`src/rtl/ipat_ram.sv`:
```
// Generic single-write, single-read synchronous RAM with registered read data.
// No dependencies.
`default_nettype none

module ipat_ram #(
	parameter int WIDTH = 8,
	parameter int DEPTH = 16,
	parameter int AW    = (DEPTH > 1) ? $clog2(DEPTH) : 1
) (
	input  wire logic             clk,
	input  wire logic             we,
	input  wire logic [AW-1:0]    waddr,
	input  wire logic [WIDTH-1:0] wdata,
	input  wire logic [AW-1:0]    raddr,
	output logic      [WIDTH-1:0] rdata
);

	logic [WIDTH-1:0] mem_q [DEPTH];

	always_ff @(posedge clk) begin
		if (we) begin
			mem_q[waddr] <= wdata;
		end
		rdata <= mem_q[raddr];
	end

endmodule

`default_nettype wire

```
`config.mk`:
```
export PLATFORM = sky130hd
export DESIGN_NAME = ipat_ram
export DESIGN_NICKNAME = d
export VERILOG_FILES = /design/src/rtl/ipat_ram.sv
export SDC_FILE = /design/constraint.sdc
export NUM_CORES = 1
export LEC_CHECK = 0
export ABC_AREA = 1
export BUFFER_PORTS_ARGS = -buffer_cell sky130_fd_sc_hd__buf_4
export CAP_MARGIN = 20
export CORE_MARGIN = 10
export CORE_UTILIZATION = 43
export DETAILED_ROUTE_END_ITERATION = 6
export SLEW_MARGIN = 20
export SYNTH_ARGS = -nofsm -noshare
export SYNTH_HDL_FRONTEND = slang
export SYNTH_SLANG_ARGS = --single-unit
export TNS_END_PERCENT = 5
```
`constraint.sdc`:
```
create_clock -name clk -period 1.3 [get_ports clk]
set_clock_uncertainty 0.05 [all_clocks]
set_input_delay 0.065 -clock clk [delete_from_list [all_inputs] [get_ports clk]]
set_output_delay 0.065 -clock clk [all_outputs]
set_load 0.005 [all_outputs]
```
==> results of run 1 <==
==> state kept, by name, indices dropped and copies added, names as in the netlist <==
name,flops
mem_q,128
rdata,8
==> layout by cell type (no fill, tap or decap), drive strengths merged <==
cell type / n
nand3b: 2
nand2: 173
clkbuf: 17
buf: 49
dlygate4sd3: 9
dfxtp: 8
clkinv: 7
clkinvlp: 1
edfxtp: 128
bufinv: 6
nor2: 17
nand3: 97
inv: 103
==> worst min-delay path, stage by stage <==
cell and delay (ns):
buf_4 0.10, inv_2 0.09, nand2_1 0.09, nand3_1 0.07, nand3_1 0.07, nand2_1 0.04
==> layer usage <==
layer / global-route usage (%) / vias to the layer above / wire [um]
li1: - / 1876 / -
met2: 21.87 / 144 / 5950
met3: 4.043 / 30 / 970
met5: 0 / - / 0
met4: 6.998 / 0 / 395
met1: 20.47 / 1792 / 6068
==> cells in the mapped netlist <==
master / instances / area (sq um)
edfxtp_1: 128 / 3844
buf_4: 4 / 30.03
inv_1: 100 / 375.4
dfxtp_1: 8 / 160.2
buf_6: 6 / 67.56
nand3b_1: 2 / 15.01
buf_1: 1 / 3.750
inv_2: 2 / 7.510
nand2_1: 173 / 649.4
nor2_1: 17 / 63.81
buf_2: 13 / 65.06
nand3_1: 97 / 485.5
==> worst max-delay path by stage <==
stage | startpoint | end | slack, ns | cells past startpoint
after floorplan | waddr[2] | mem_q[10][0]$_DFFE_PP_ | 0.23 | 2
after global placement | raddr[0] | rdata[3]$_DFF_P_ | 0.16 | 9
after detailed placement | raddr[0] | rdata[3]$_DFF_P_ | 0.15 | 9
after CTS | rdata[2]$_DFF_P_ | rdata[2] | 0.22 | 1
after global routing | mem_q[11][0]$_DFFE_PP_ | rdata[0]$_DFF_P_ | 0.18 | 6
final | rdata[2]$_DFF_P_ | rdata[2] | 0.22 | 1
==> cell families (layout without fill, tap and decap cells) <==
logic type | count (synthesis) | count (layout)
simple gates | 289 | 289
flops | 136 | 136
buf+inv | 126 | 192
==> power by group <==
part | internal, W | switching, W
sequential | 0.00490 | 0.0000318
combinational | 0.000241 | 0.000422
clock | 0.00357 | 0.00177
==> per-stage QoR <==
| step | hold WS [ns] | utilization (%) | std cells |
|---|---|---|---|
| 2_1_floorplan | 0.1139 | - | 551 |
| 3_3_place_gp | 0.3508 | 47.30 | 752 |
| 3_5_place_dp | 0.3605 | 47.30 | 752 |
| 4_1_cts | 0.1032 | 52.95 | 793 |
| 5_1_grt | 0.1578 | 52.95 | 793 |
| 6_report | 0.1128 | 52.95 | 793 |
==> layout make-up <==
class	count	share of cell area, %
Sequential cell	136	57.33
Tap cell	176	3.153
Inverter	102	5.482
Timing Repair Buffer	58	7.273
Multi-Input combinational cell	289	17.38
Clock inverter	15	3.296
Clock buffer	17	6.091
==> timing repair <==
item,4_1_cts,5_1_grt
endpoints found under the setup margin,0,0
hold buffers,9,0
endpoints found under the hold margin,134,0
==> impl_metrics.yaml, run 1 <==
timing:
  finalSetupTns_ns: 0
  fin_ws_ns: 0.2176
  period_needed_ns: 1.082
  slew_violations: 0
  finalCritPeriodShare_pct: 83.26
  timing.fmax_mhz: 923.9
  setup_viol: 0
  tightest_slew_ns: 0.3101
  hold_viol: 0
  max_slew_margin_pct: 79.33
  rsz0062_at_grt: "no"
synth:
  ys_ff_latch: 136
  ys_seq_area_share_pct: 69.43
  synth-compound-area-share_pct: 0
  synth-simple-area-share_pct: 21.05
  ys.warnings.count: 0
  synthCells: 551
  syn_nets: 569
  ys_types: 12
  netlist_area_sq_um: 5767
  avgSynthCellArea_sq_um: 10.47
  synth_xor_area_share_pct: 0
  synthAdderAreaFrac_pct: 0
  muxShareOfSynthArea_pct: 0
  synth_top_family_by_area: "simple AND/OR/NAND/NOR gates"
worst_setup_path:
  crit_chain: "buf_4"
  cpMaxStageDelayCell: "dfxtp_1"
  worst-r2r-setup-slack_ns: 0.25
  critical_path_class: "reg -> out"
  path_delay_family: "flip-flops"
  arrival_ns: 0.97
  path_buf_inv: 1
  worst_setup_path_end_kind: "output port"
  worst_setup_path_start_kind: "register"
  max_stage_delay_ns: 0.41
  crit_fanout: 1
  r2r-start: "mem_q[10][7]$_DFFE_PP_"
  reg2reg_depth: 6
  r2r-end: "rdata[7]$_DFF_P_"
  required_ns: 1.19
clock_tree:
  cts_setup_buffers: 0
  cts_buffers: 17
  htree_levels: 4
  cts_sinks: 136
  clockRootBuffer: "clkbuf_16"
  cts_buffer_depth: 2
  cts_tree: "yes"
  clk_pin_slew_worst_paths_ns: 0.05
  cts-resized-gates: 0
  worstSkewPairLatency_ns: 0.42
floorplanning:
  coreArea_sq_um: 13190
  die_area_sq_um: 18440
  die_width_um: 135.8
  die_h_um: 135.8
  num_rows: 42
  start_util_pct: 43.72
  io-pin-count: 26
power_and_ir_drop:
  leakage_nw: 3.034
  power_w: 0.01094
  powerDensity_nw_per_um2: 1566
  ir_drop_v: 0.0008423
hold_path:
  min_to: "rdata[2]$_DFF_P_"
  hold_path_depth: 6
  hp-start: "raddr[1]"
  holdCritPathClass: "in -> reg"
place:
  post-place-ws_ns: 0.1529
  io_buffer_count: 25
  place_area_sq_um: 6238
  place_congestion: 0.8354
  dp_hpwl_mm: 8.401
global_routing:
  antenna_found_initial: 0
  grt_overflow_total: 0
  grt_max_degree: 65
  grt_first_pass_wirelength_mm: 20.81
  grt_pass1_vias: 3674
  grt_usage_pct: 15.05
routing:
  vias: 3842
  viasPerCell: 4.845
  antenna_left: 0
  first_pass_iters: 5
  drc_errors: 0
  wire_per_inst_um: 16.88
  drt_iter0_markers: 444
  wl_mm: 13.38
final_layout:
  n_antenna_cell: 0
  multi_input_area_sq_um: 1214
  drive_above_1_share_pct: 12.80
  nNetsFinal: 622
  area_growth_pct: 21.11
  register_area_sq_um: 4004
  fin_area_sq_um: 6984
  fill_cells: 1104
status:
  status: "complete, no violations"
job:
  drv_cap: 0
No activity file was read; power rests on OpenSTA's default activity.
==> inputs of run 2 (changes only) <==
==> constraint.sdc (replaced) <==
create_clock -name clk -period 0.9 [get_ports clk]
set_clock_uncertainty 0.05 [all_clocks]
set_input_delay 0.045 -clock clk [delete_from_list [all_inputs] [get_ports clk]]
set_output_delay 0.045 -clock clk [all_outputs]
set_load 0.005 [all_outputs]
==> impl_metrics.yaml, run 2 (synthesized netlist as in run 1, its figures left out) <==
status:
  status: "finished with violations"
  violations: "negative setup slack"
global_routing:
  antenna_found_initial: 0
  grt_max_degree: 33
  grt_usage_pct: 15.03
  grt_first_pass_wirelength_mm: 20.89
  grt_pass1_vias: 3734
  grt_overflow_total: 0
timing:
  timing.fmax_mhz: 1019
  max_slew_margin_pct: 77.21
  finalCritPeriodShare_pct: 109.0
  rsz0062_at_grt: "yes"
  tightest_slew_ns: 0.3414
  period_needed_ns: 0.9810
  hold_viol: 0
  fin_ws_ns: -0.08102
  setup_viol: 16
  slew_violations: 0
  finalSetupTns_ns: -0.8150
clock_tree:
  cts_buffer_depth: 2
  worstSkewPairLatency_ns: 0.41
  clockRootBuffer: "clkbuf_16"
  htree_levels: 4
  cts_sinks: 136
  cts_tree: "yes"
  clk_pin_slew_worst_paths_ns: 0.05
  cts_buffers: 17
  cts_setup_buffers: 0
final_layout:
  nNetsFinal: 626
  fill_cells: 1158
  register_area_sq_um: 4006
  layout_commonest_cell: "nand2_1"
  reg.largest.list: "mem_q: 128 flops, rdata: 8 flops"
  n_antenna_cell: 0
  area_growth_pct: 25.15
  top_register: "mem_q"
  utilization_pct: 54.71
  mostFrequentLayoutCells: "167 x nand2_1, 128 x edfxtp_1, 100 x inv_1"
  drive_above_1_share_pct: 21.90
  largest_reg_flops: 128
  multi_input_area_sq_um: 1454
job:
  drv_cap: 0
floorplanning:
  die_area_sq_um: 18440
  coreArea_sq_um: 13190
  num_rows: 42
  die_width_um: 135.8
  die_h_um: 135.8
  io-pin-count: 26
  start_util_pct: 43.72
place:
  place_congestion: 0.8185
  io_buffer_count: 25
  dp_hpwl_mm: 8.367
routing:
  drt_iter0_markers: 364
  wl_mm: 13.20
  first_pass_iters: 5
  viasPerCell: 4.858
  antenna_left: 0
  wire_per_inst_um: 16.56
  vias: 3872
  drc_errors: 0
worst_setup_path:
  arrival_ns: 1.24
  worst_setup_path_end_kind: "register"
  critical_path_class: "reg -> reg"
  crit_fanout: 1
  worst_setup_path_start_kind: "register"
  required_ns: 1.16
  worst-r2r-setup-slack_ns: -0.08
power_and_ir_drop:
  powerDensity_nw_per_um2: 2064
  power_w: 0.01489
  ir_drop_v: 0.001180
  leakage_nw: 3.113
hold_path:
  holdCritPathClass: "in -> reg"
run 2: cell types whose count changed in the layout (fill, tap and decap cells not counted), moves of 4 or more:
cell | previous run | this run
nand2_2 | 0 | 6
nor2_2 | 0 | 8
nand2_1 | 173 | 167
nor2_1 | 17 | 9
nand3_2 | 0 | 41
buf_6 | 0 | 4
clkbuf_1 | 0 | 8
nand3_1 | 97 | 56
bufinv_16 | 6 | 2
run 2: what timing repair did:
item	CTS	global route
hold buffers	8	0
gates cloned	0	0
endpoints found under the setup margin	16	16
hold endpoints to repair	128	0
resized for setup	24	29
pin swaps	8	27
run 2: path summary, 6_finish.rpt:
| check | startpoint | to | cells after the start |
|---|---|---|---|
| worst max-delay path | mem_q[14][1]$_DFFE_PP_ | rdata[1]$_DFF_P_ | 6 |
| worst min-delay path | raddr[3] | rdata[2]$_DFF_P_ | 4 |
| worst max register to register | mem_q[14][1]$_DFFE_PP_ | rdata[1]$_DFF_P_ | 6 |
| worst min register to register | mem_q[12][2]$_DFFE_PP_ | rdata[2]$_DFF_P_ | 6 |
run 2: metrics by stage:
step | std cells | cell area (sq um) | hold WS (ns) | setup WS [ns]
finish | 797 | 7217 | 0.04190 | -0.08102
detailed placement | 757 | 6334 | 0.3456 | -0.2461
CTS | 797 | 7092 | 0.01244 | -0.1010
global placement | 757 | 6334 | 0.3397 | -0.2548
global route | 797 | 7217 | 0.05429 | -0.1473
floorplan | 551 | 5787 | 0.09387 | -0.1240
run 2: layout make-up:
cell class,count,share of cell area (%)
multi-input combinational,289,20.15
tap,176,3.051
sequential,136,55.51
inverter,102,5.305
timing repair buffer,62,8.148
clock buffer,28,6.883
clock inverter,4,0.9535
run 2: critical path, stage by stage (launching register included):
cell      delay, ns
edfxtp_1       0.36
inv_1          0.06
nand2_1        0.05
nand3_1        0.07
nand3_1        0.13
nand3_2        0.11
nand2_1        0.05
run 2: per-layer routing:
layer  GRT usage, %  share of wire (%)  up-vias  routed length (um)
met5              0                  0        -                   0
met3          3.412                4.7       20                 623
met4          6.220                1.9        0                 246
li1               -                  -     1889                   -
met1          20.21                 46     1862                6092
met2          22.89                 47      101                6237
run 2: power by group:
| part | switching, W | internal (W) | total, W |
|---|---|---|---|
| Sequential | 0.0000441 | 0.00709 | 0.00713 |
| Clock | 0.00237 | 0.00429 | 0.00666 |
| Combinational | 0.000682 | 0.000423 | 0.00111 |
| Total | 0.00310 | 0.0118 | 0.0149 |
