[src/rtl/ipat_pkg.sv]
// Package for the IP allow table with expiry.
// Types, sizes and codes shared by the interfaces, the sequencer and the top level.
// No dependencies.
`default_nettype none

package ipat_pkg;

	localparam int MAX_ENTRIES = 1024;
	localparam int MAX_WINDOWS = 16;

	localparam int EIDX_W = (MAX_ENTRIES > 1) ? $clog2(MAX_ENTRIES) : 1;
	localparam int ECNT_W = $clog2(MAX_ENTRIES + 1);
	localparam int WIDX_W = (MAX_WINDOWS > 1) ? $clog2(MAX_WINDOWS) : 1;
	localparam int WCNT_W = $clog2(MAX_WINDOWS + 1);

	localparam logic [5:0] EARLY_DENY_RST = 6'd40;

	typedef enum logic [1:0] {
		OP_CLEAR      = 2'd0,
		OP_ADD_ENTRY  = 2'd1,
		OP_ADD_WINDOW = 2'd2,
		OP_QUERY      = 2'd3
	} op_t;

	typedef enum logic [2:0] {
		ST_OK           = 3'd0,
		ST_WINDOW       = 3'd1,
		ST_EXPIRED      = 3'd2,
		ST_NOT_FOUND    = 3'd3,
		ST_TABLE_FULL   = 3'd4,
		ST_WINDOWS_FULL = 3'd5
	} status_t;

	typedef enum logic [2:0] {
		S_IDLE,
		S_WIN,
		S_ENT,
		S_DONE
	} state_t;

	typedef struct packed {
		op_t         op;
		logic [31:0] address;
		logic [31:0] expiry_time;
		logic [31:0] now_time;
		logic [2:0]  weekday;
		logic [4:0]  hour_now;
		logic [5:0]  minute_now;
		logic [4:0]  window_from;
		logic [4:0]  window_to;
	} item_t;

	typedef struct packed {
		logic    allowed;
		status_t status;
	} result_t;

	typedef struct packed {
		logic        valid;
		logic [31:0] address;
		logic [31:0] expiry;
	} ent_word_t;

	typedef struct packed {
		logic [2:0] day;
		logic [4:0] from_hour;
		logic [4:0] to_hour;
	} win_word_t;

	typedef struct packed {
		logic              we;
		logic [EIDX_W-1:0] waddr;
		ent_word_t         wdata;
		logic [EIDX_W-1:0] raddr;
	} ent_ctl_t;

	typedef struct packed {
		logic              we;
		logic [WIDX_W-1:0] waddr;
		win_word_t         wdata;
		logic [WIDX_W-1:0] raddr;
	} win_ctl_t;

endpackage

`default_nettype wire

[src/rtl/ipat_seq.sv]
// Operation sequencer: fill counts, window scan, entry scan with expiry invalidation.
// Depends on ipat_pkg; drives the entry and window RAMs in the top level.
`default_nettype none

module ipat_seq (
	input  wire logic                clk,
	input  wire logic                arst_n,
	input  wire logic                in_valid,
	output logic                     in_ready,
	input  wire ipat_pkg::item_t     item,
	input  wire logic [5:0]          early_deny_minute,
	input  wire logic                out_free,
	output logic                     done,
	output ipat_pkg::result_t        result,
	output ipat_pkg::ent_ctl_t       ent_ctl,
	input  wire ipat_pkg::ent_word_t ent_rdata,
	output ipat_pkg::win_ctl_t       win_ctl,
	input  wire ipat_pkg::win_word_t win_rdata
);
	import ipat_pkg::*;

	state_t            state_q, state_d;
	item_t             item_q;
	result_t           res_q, res_d;
	logic [ECNT_W-1:0] ent_cnt_q, ent_cnt_d;
	logic [WCNT_W-1:0] win_cnt_q, win_cnt_d;
	logic [EIDX_W-1:0] ent_idx_q, ent_idx_d;
	logic [WIDX_W-1:0] win_idx_q, win_idx_d;
	logic              win_hit;
	logic              ent_hit;
	logic              win_last;
	logic              ent_last;

	assign result = res_q;

	always_comb begin
		win_hit = (win_rdata.day == item_q.weekday) &&
			(((item_q.hour_now >= win_rdata.from_hour) &&
			  (item_q.hour_now <= win_rdata.to_hour)) ||
			 ((win_rdata.from_hour != 5'd0) &&
			  (item_q.hour_now == win_rdata.from_hour - 5'd1) &&
			  (item_q.minute_now > early_deny_minute)));
		ent_hit  = ent_rdata.valid && (ent_rdata.address == item_q.address);
		win_last = (WCNT_W'(win_idx_q) + WCNT_W'(1)) == win_cnt_q;
		ent_last = (ECNT_W'(ent_idx_q) + ECNT_W'(1)) == ent_cnt_q;
	end

	always_ff @(posedge clk or negedge arst_n) begin
		if (!arst_n) begin
			state_q   <= S_IDLE;
			ent_cnt_q <= '0;
			win_cnt_q <= '0;
		end else begin
			state_q   <= state_d;
			ent_cnt_q <= ent_cnt_d;
			win_cnt_q <= win_cnt_d;
		end
	end

	always_ff @(posedge clk) begin
		if (in_valid && in_ready) begin
			item_q <= item;
		end
		res_q     <= res_d;
		ent_idx_q <= ent_idx_d;
		win_idx_q <= win_idx_d;
	end

	always_comb begin
		state_d   = state_q;
		ent_cnt_d = ent_cnt_q;
		win_cnt_d = win_cnt_q;
		ent_idx_d = ent_idx_q;
		win_idx_d = win_idx_q;
		res_d     = res_q;
		in_ready  = 1'b0;
		done      = 1'b0;
		ent_ctl   = '0;
		win_ctl   = '0;

		unique case (state_q)
			S_IDLE: begin
				in_ready = 1'b1;
				if (in_valid) begin
					res_d.allowed = 1'b0;
					res_d.status  = ST_OK;
					ent_idx_d     = '0;
					win_idx_d     = '0;
					state_d       = S_DONE;
					unique case (item.op)
						OP_CLEAR: begin
							ent_cnt_d = '0;
							win_cnt_d = '0;
						end
						OP_ADD_ENTRY: begin
							if (ent_cnt_q == ECNT_W'(MAX_ENTRIES)) begin
								res_d.status = ST_TABLE_FULL;
							end else begin
								ent_ctl.we            = 1'b1;
								ent_ctl.waddr         = ent_cnt_q[EIDX_W-1:0];
								ent_ctl.wdata.valid   = 1'b1;
								ent_ctl.wdata.address = item.address;
								ent_ctl.wdata.expiry  = item.expiry_time;
								ent_cnt_d             = ent_cnt_q + ECNT_W'(1);
							end
						end
						OP_ADD_WINDOW: begin
							if (win_cnt_q == WCNT_W'(MAX_WINDOWS)) begin
								res_d.status = ST_WINDOWS_FULL;
							end else begin
								win_ctl.we              = 1'b1;
								win_ctl.waddr           = win_cnt_q[WIDX_W-1:0];
								win_ctl.wdata.day       = item.weekday;
								win_ctl.wdata.from_hour = item.window_from;
								win_ctl.wdata.to_hour   = item.window_to;
								win_cnt_d               = win_cnt_q + WCNT_W'(1);
							end
						end
						OP_QUERY: begin
							if (win_cnt_q != '0) begin
								state_d = S_WIN;
							end else if (ent_cnt_q != '0) begin
								state_d = S_ENT;
							end else begin
								res_d.status = ST_NOT_FOUND;
							end
						end
						default: begin
							state_d = S_DONE;
						end
					endcase
				end
			end
			S_WIN: begin
				win_ctl.raddr = win_idx_q + WIDX_W'(1);
				if (win_hit) begin
					res_d.status = ST_WINDOW;
					state_d      = S_DONE;
				end else if (win_last) begin
					if (ent_cnt_q != '0) begin
						state_d = S_ENT;
					end else begin
						res_d.status = ST_NOT_FOUND;
						state_d      = S_DONE;
					end
				end else begin
					win_idx_d = win_idx_q + WIDX_W'(1);
				end
			end
			S_ENT: begin
				ent_ctl.raddr = ent_idx_q + EIDX_W'(1);
				if (ent_hit) begin
					if (item_q.now_time > ent_rdata.expiry) begin
						ent_ctl.we          = 1'b1;
						ent_ctl.waddr       = ent_idx_q;
						ent_ctl.wdata       = ent_rdata;
						ent_ctl.wdata.valid = 1'b0;
						res_d.status        = ST_EXPIRED;
					end else begin
						res_d.allowed = 1'b1;
						res_d.status  = ST_OK;
					end
					state_d = S_DONE;
				end else if (ent_last) begin
					res_d.status = ST_NOT_FOUND;
					state_d      = S_DONE;
				end else begin
					ent_idx_d = ent_idx_q + EIDX_W'(1);
				end
			end
			S_DONE: begin
				if (out_free) begin
					done    = 1'b1;
					state_d = S_IDLE;
				end
			end
			default: begin
				state_d = S_IDLE;
			end
		endcase
	end

`ifndef NO_ASSERTIONS
	a_ent_cnt_bound: assert property (@(posedge clk) disable iff (!arst_n)
		ent_cnt_q <= ECNT_W'(MAX_ENTRIES))
		else $error("entry count beyond capacity");
	a_win_cnt_bound: assert property (@(posedge clk) disable iff (!arst_n)
		win_cnt_q <= WCNT_W'(MAX_WINDOWS))
		else $error("window count beyond capacity");
	a_ent_scan_in_fill: assert property (@(posedge clk) disable iff (!arst_n)
		(state_q == S_ENT) |-> (ECNT_W'(ent_idx_q) < ent_cnt_q))
		else $error("entry scan beyond fill count");
	a_win_scan_in_fill: assert property (@(posedge clk) disable iff (!arst_n)
		(state_q == S_WIN) |-> (WCNT_W'(win_idx_q) < win_cnt_q))
		else $error("window scan beyond fill count");
	a_invalidate_expired: assert property (@(posedge clk) disable iff (!arst_n)
		(state_q == S_ENT && ent_ctl.we) |=> (res_q.status == ST_EXPIRED && state_q == S_DONE))
		else $error("invalidation without expired result");
`endif

endmodule

`default_nettype wire

[config.mk]
export PLATFORM = sky130hd
export DESIGN_NAME = ipat_seq
export DESIGN_NICKNAME = d
export VERILOG_FILES = /design/src/rtl/ipat_pkg.sv /design/src/rtl/ipat_seq.sv
export SDC_FILE = /design/constraint.sdc
export NUM_CORES = 1
export LEC_CHECK = 0
export BUFFER_PORTS_ARGS = -buffer_cell sky130_fd_sc_hd__buf_2
export CAP_MARGIN = 25
export CORE_MARGIN = 10
export CORE_UTILIZATION = 40
export DETAILED_ROUTE_END_ITERATION = 8
export GPL_TIMING_DRIVEN = 0
export PLACE_DENSITY = 0.82
export SLEW_MARGIN = 20
export SYNTH_ARGS = -nofsm -noshare
export SYNTH_HDL_FRONTEND = slang
export SYNTH_SLANG_ARGS = --single-unit
[constraint.sdc]
create_clock -name clk -period 3.31 [get_ports clk]
set_clock_uncertainty 0.1 [all_clocks]
set_input_delay 0 -clock clk [delete_from_list [all_inputs] [get_ports clk]]
set_output_delay 0 -clock clk [all_outputs]
set_load 0.01 [all_outputs]
==> results_dict.tcl <==
set metrics [dict create \
    outcome "finished clean" \
    gr-total-overflow 0 \
    synthSimpleGateAreaFrac_pct 13.6 \
    finalWorstSetupSlack_ns 0.136 \
    rows 49 \
    synth_top_area_share_pct 39.6 \
    synth-seq-area-share_pct 45.8 \
    grt_use_total_pct 23.7 \
    cap_violations 0 \
    drc 0 \
    rrSetupSlack_ns 0.31 \
    port_buffers 322 \
    numCtsBuffers 17 \
    wl_per_cell_microns 21.9 \
    wirelength_microns 29500 \
    synthTopCellsByCount "edfxtp_1 (96), a22o_1 (72), inv_1 (67), ha_1 (60), xnor2_1 (47)" \
    worstPathCellList "ha_1, a21oi_1, nor2b_1, o21ai_0, o31ai_1, o41a_1, o21ba_2, clkbuf_4, clkbuf_8, a22o_1, buf_2" \
    setup_viol 0 \
    cp.required_ns 3.21 \
    root_buffer "clkbuf_16" \
    synth_edf_count 96 \
    fin_util_pct 59.9 \
    gp_congestion 0.922 \
    yosys_warnings 0 \
    start_util_pct 40.6 \
    synth_flop_cell "edfxtp_1" \
    clock-sinks 114 \
    grt_pass1_wl_microns 44400 \
    synthesis.instances 673 \
    dieHeight_microns 155 \
    synth_area_leaders "edfxtp_1 (40%), ha_1 (10%), a22o_1 (8.7%), dfrtp_1 (6.2%), xnor2_1 (5.7%)" \
    num-nets-final 1371 \
    fp.coreArea_sq_um 17900 \
    vias 7449 \
    drt_iter0_drc 617 \
    hold_violations 0 \
    place_ws_ns -0.341 \
    p_leak_nw 5.09 \
    r2r-start "ent_idx_q[0]" \
    hold_depth 4 \
    slowest_delay_ns 0.45 \
    syn_area_sq_um 7270 \
    slew_viol_final 0 \
    path_class "reg -> out" \
    syn_avg_cell_area_sq_um 10.8 \
    placed_area_sq_um 9200 \
    cts_tree "yes" \
    min-delay-path-class "in -> reg" \
    synth.distinct_cells 63 \
    antenna_found_initial 0 \
    grt_pass1_vias 7899 \
    grt_max_degree 63 \
    crit_cells 11 \
    ir_worst_vdd_uv 401 \
    clock_path_buffers 2 \
    io_pins 324 \
    clk-insertion-delay-late_ns 0.42 \
    synth_top_family_by_area "compound AO/OA/AOI/OAI gates" \
    crit_family "compound AO/OA/AOI/OAI gates" \
    hpwl_microns 21700 \
    min_to "state_q[1]" \
    power.density_nw_per_um2 606 \
    layout-drive-gt1-share_pct 35.5 \
    path_clk_slew_ns 0.06 \
    synth-compound-area-share_pct 17.1 \
    crit_arrival_ns 3.07 \
    synthMuxAreaShare_pct 0.585 \
    synthAdderAreaFrac_pct 10.3 \
    synth_nets 943 \
    ant_nets 0 \
    synth_seq_cells 114 \
    reg2reg_depth 8 \
    yosysMostFrequentCell "edfxtp_1" \
    hp-start "out_free" \
    synth_top_area_cell "edfxtp_1" \
    cp-start-kind "register" \
    fin_total_pwr_mw 6.50 \
    die_x_microns 155 \
    ys_async_sr_fraction_pct 15.8 \
    path_max_fanout 10 \
    finalCriticalPeriod_ns 3.17 \
    worst-path-buf-inv 3 \
    worstSetupEndpointType "primary output" \
    synth_xor_xnor_area_share_pct 7.59 \
    area_growth_pct 47.5 \
    fin_crit_sh_pct 95.9 \
    final_area_sq_um 10700 \
    max_freq_ghz 0.315 \
    htreeDepth 4 \
    via_per_inst 5.54 \
    slowest_stage "o41a_1" \
    max_slew_margin_pct 53.6 \
    dr.pass1.iters 5 \
    dieArea_sq_um 24000 \
    worstMarginPinSlew_ns 0.696 \
    worstReg2RegEnd "state_q[0]" \
]
-- layout make-up --
cell class / instances / area (sq um)
plain buffers: 29 / 181
clock buffers: 17 / 425
clock inverters: 15 / 131
inverters: 67 / 254
fillers: 1417 / 7180
repair buffers: 409 / 2490
flip-flops and latches: 114 / 3330
multi-input cells: 463 / 3620
well taps: 229 / 287
diodes: 1 / 2.50
-- worst register-to-register path, cell delays in order, from the launching register on --
cell	delay, ns
edfxtp_1	0.49
ha_1	0.29
and3_2	0.26
xnor2_1	0.22
xnor2_1	0.14
a2111oi_4	0.35
a41o_1	0.31
or3b_1	0.40
mux2_1	0.33
-- worst max path at each step --
stage,to,startpoint,slack [ns]
2_1_floorplan,item_q[100],state_q[0],0.15
3_3_place_gp,item_q[33],state_q[0],-0.75
3_5_place_dp,ent_ctl[75],item_q[39],-0.34
4_1_cts,ent_ctl[75],item_q[39],0.004
5_1_grt,ent_ctl[72],item_q[54],-0.02
6_report,ent_ctl[72],item_q[53],0.14
-- repair_timing --
| item | 4_1_cts | 5_1_grt |
|---|---|---|
| pin swaps | 0 | 3 |
| endpoints found under the setup margin | 83 | 75 |
| gates resized for setup | 27 | 21 |
| hold endpoints to repair | 99 | 0 |
| hold buffers | 84 | 0 |
| setup buffers | 0 | 2 |
-- logic make-up after synthesis --
| kind of cell | count (synthesis) |
|---|---|
| compound gates | 157 |
| xor+xnor | 63 |
| fa+ha+maj | 60 |
| buf+inv | 96 |
| flops | 114 |
| mux | 4 |
| simple gates | 179 |
-- metrics by stage --
step | std cells | hold WS, ns | setup TNS (ns)
6_report | 1344 | 0.0344 | 0
5_1_grt | 1343 | 0.0569 | -0.0301
4_1_cts | 1341 | 0.0318 | 0
3_5_place_dp | 1225 | -0.135 | -8.01
3_3_place_gp | 1224 | -0.135 | -63.81
2_1_floorplan | 673 | -0.396 | 0
-- state kept, by name (all words and copies together) (netlist names) --
name       count
ent_cnt_q     11
ent_idx_q     10
item_q        78
result         4
state_q        2
win_cnt_q      5
win_idx_q      4
-- routing by layer --
| metal | track usage, % | part of all wire, % |
|---|---|---|
| met1 | 26.4 | 36 |
| met2 | 41.1 | 51 |
| met3 | 6.24 | 8.9 |
| met4 | 11.6 | 4.1 |
| met5 | 0 | 0 |
-- cells in the final DEF, fill, tap and decap left out, drive strengths merged, types with 6 or more instances in the layout --
cell type and instances:
dfrtp 18, nor3 14, xnor2 47, nor2b 12, buf 329, a22o 72, clkinv 7, clkbuf 42
and2 21, a21o 12, inv 71, nand3 20, xor2 16, dlygate4sd3 84, o21ai 14, nand4 20
ha 60, nand2 22, edfxtp 96, and3 6, a21oi 19, nor2 37
-- where the power goes --
part	internal, mW	leakage, nW	total [mW]	switching [mW]
clock	1.03	0.266	1.75	0.718
combinational	1.01	3.69	2.38	1.37
sequential	2.06	1.14	2.36	0.298
No activity file was read; power rests on OpenSTA's default activity.
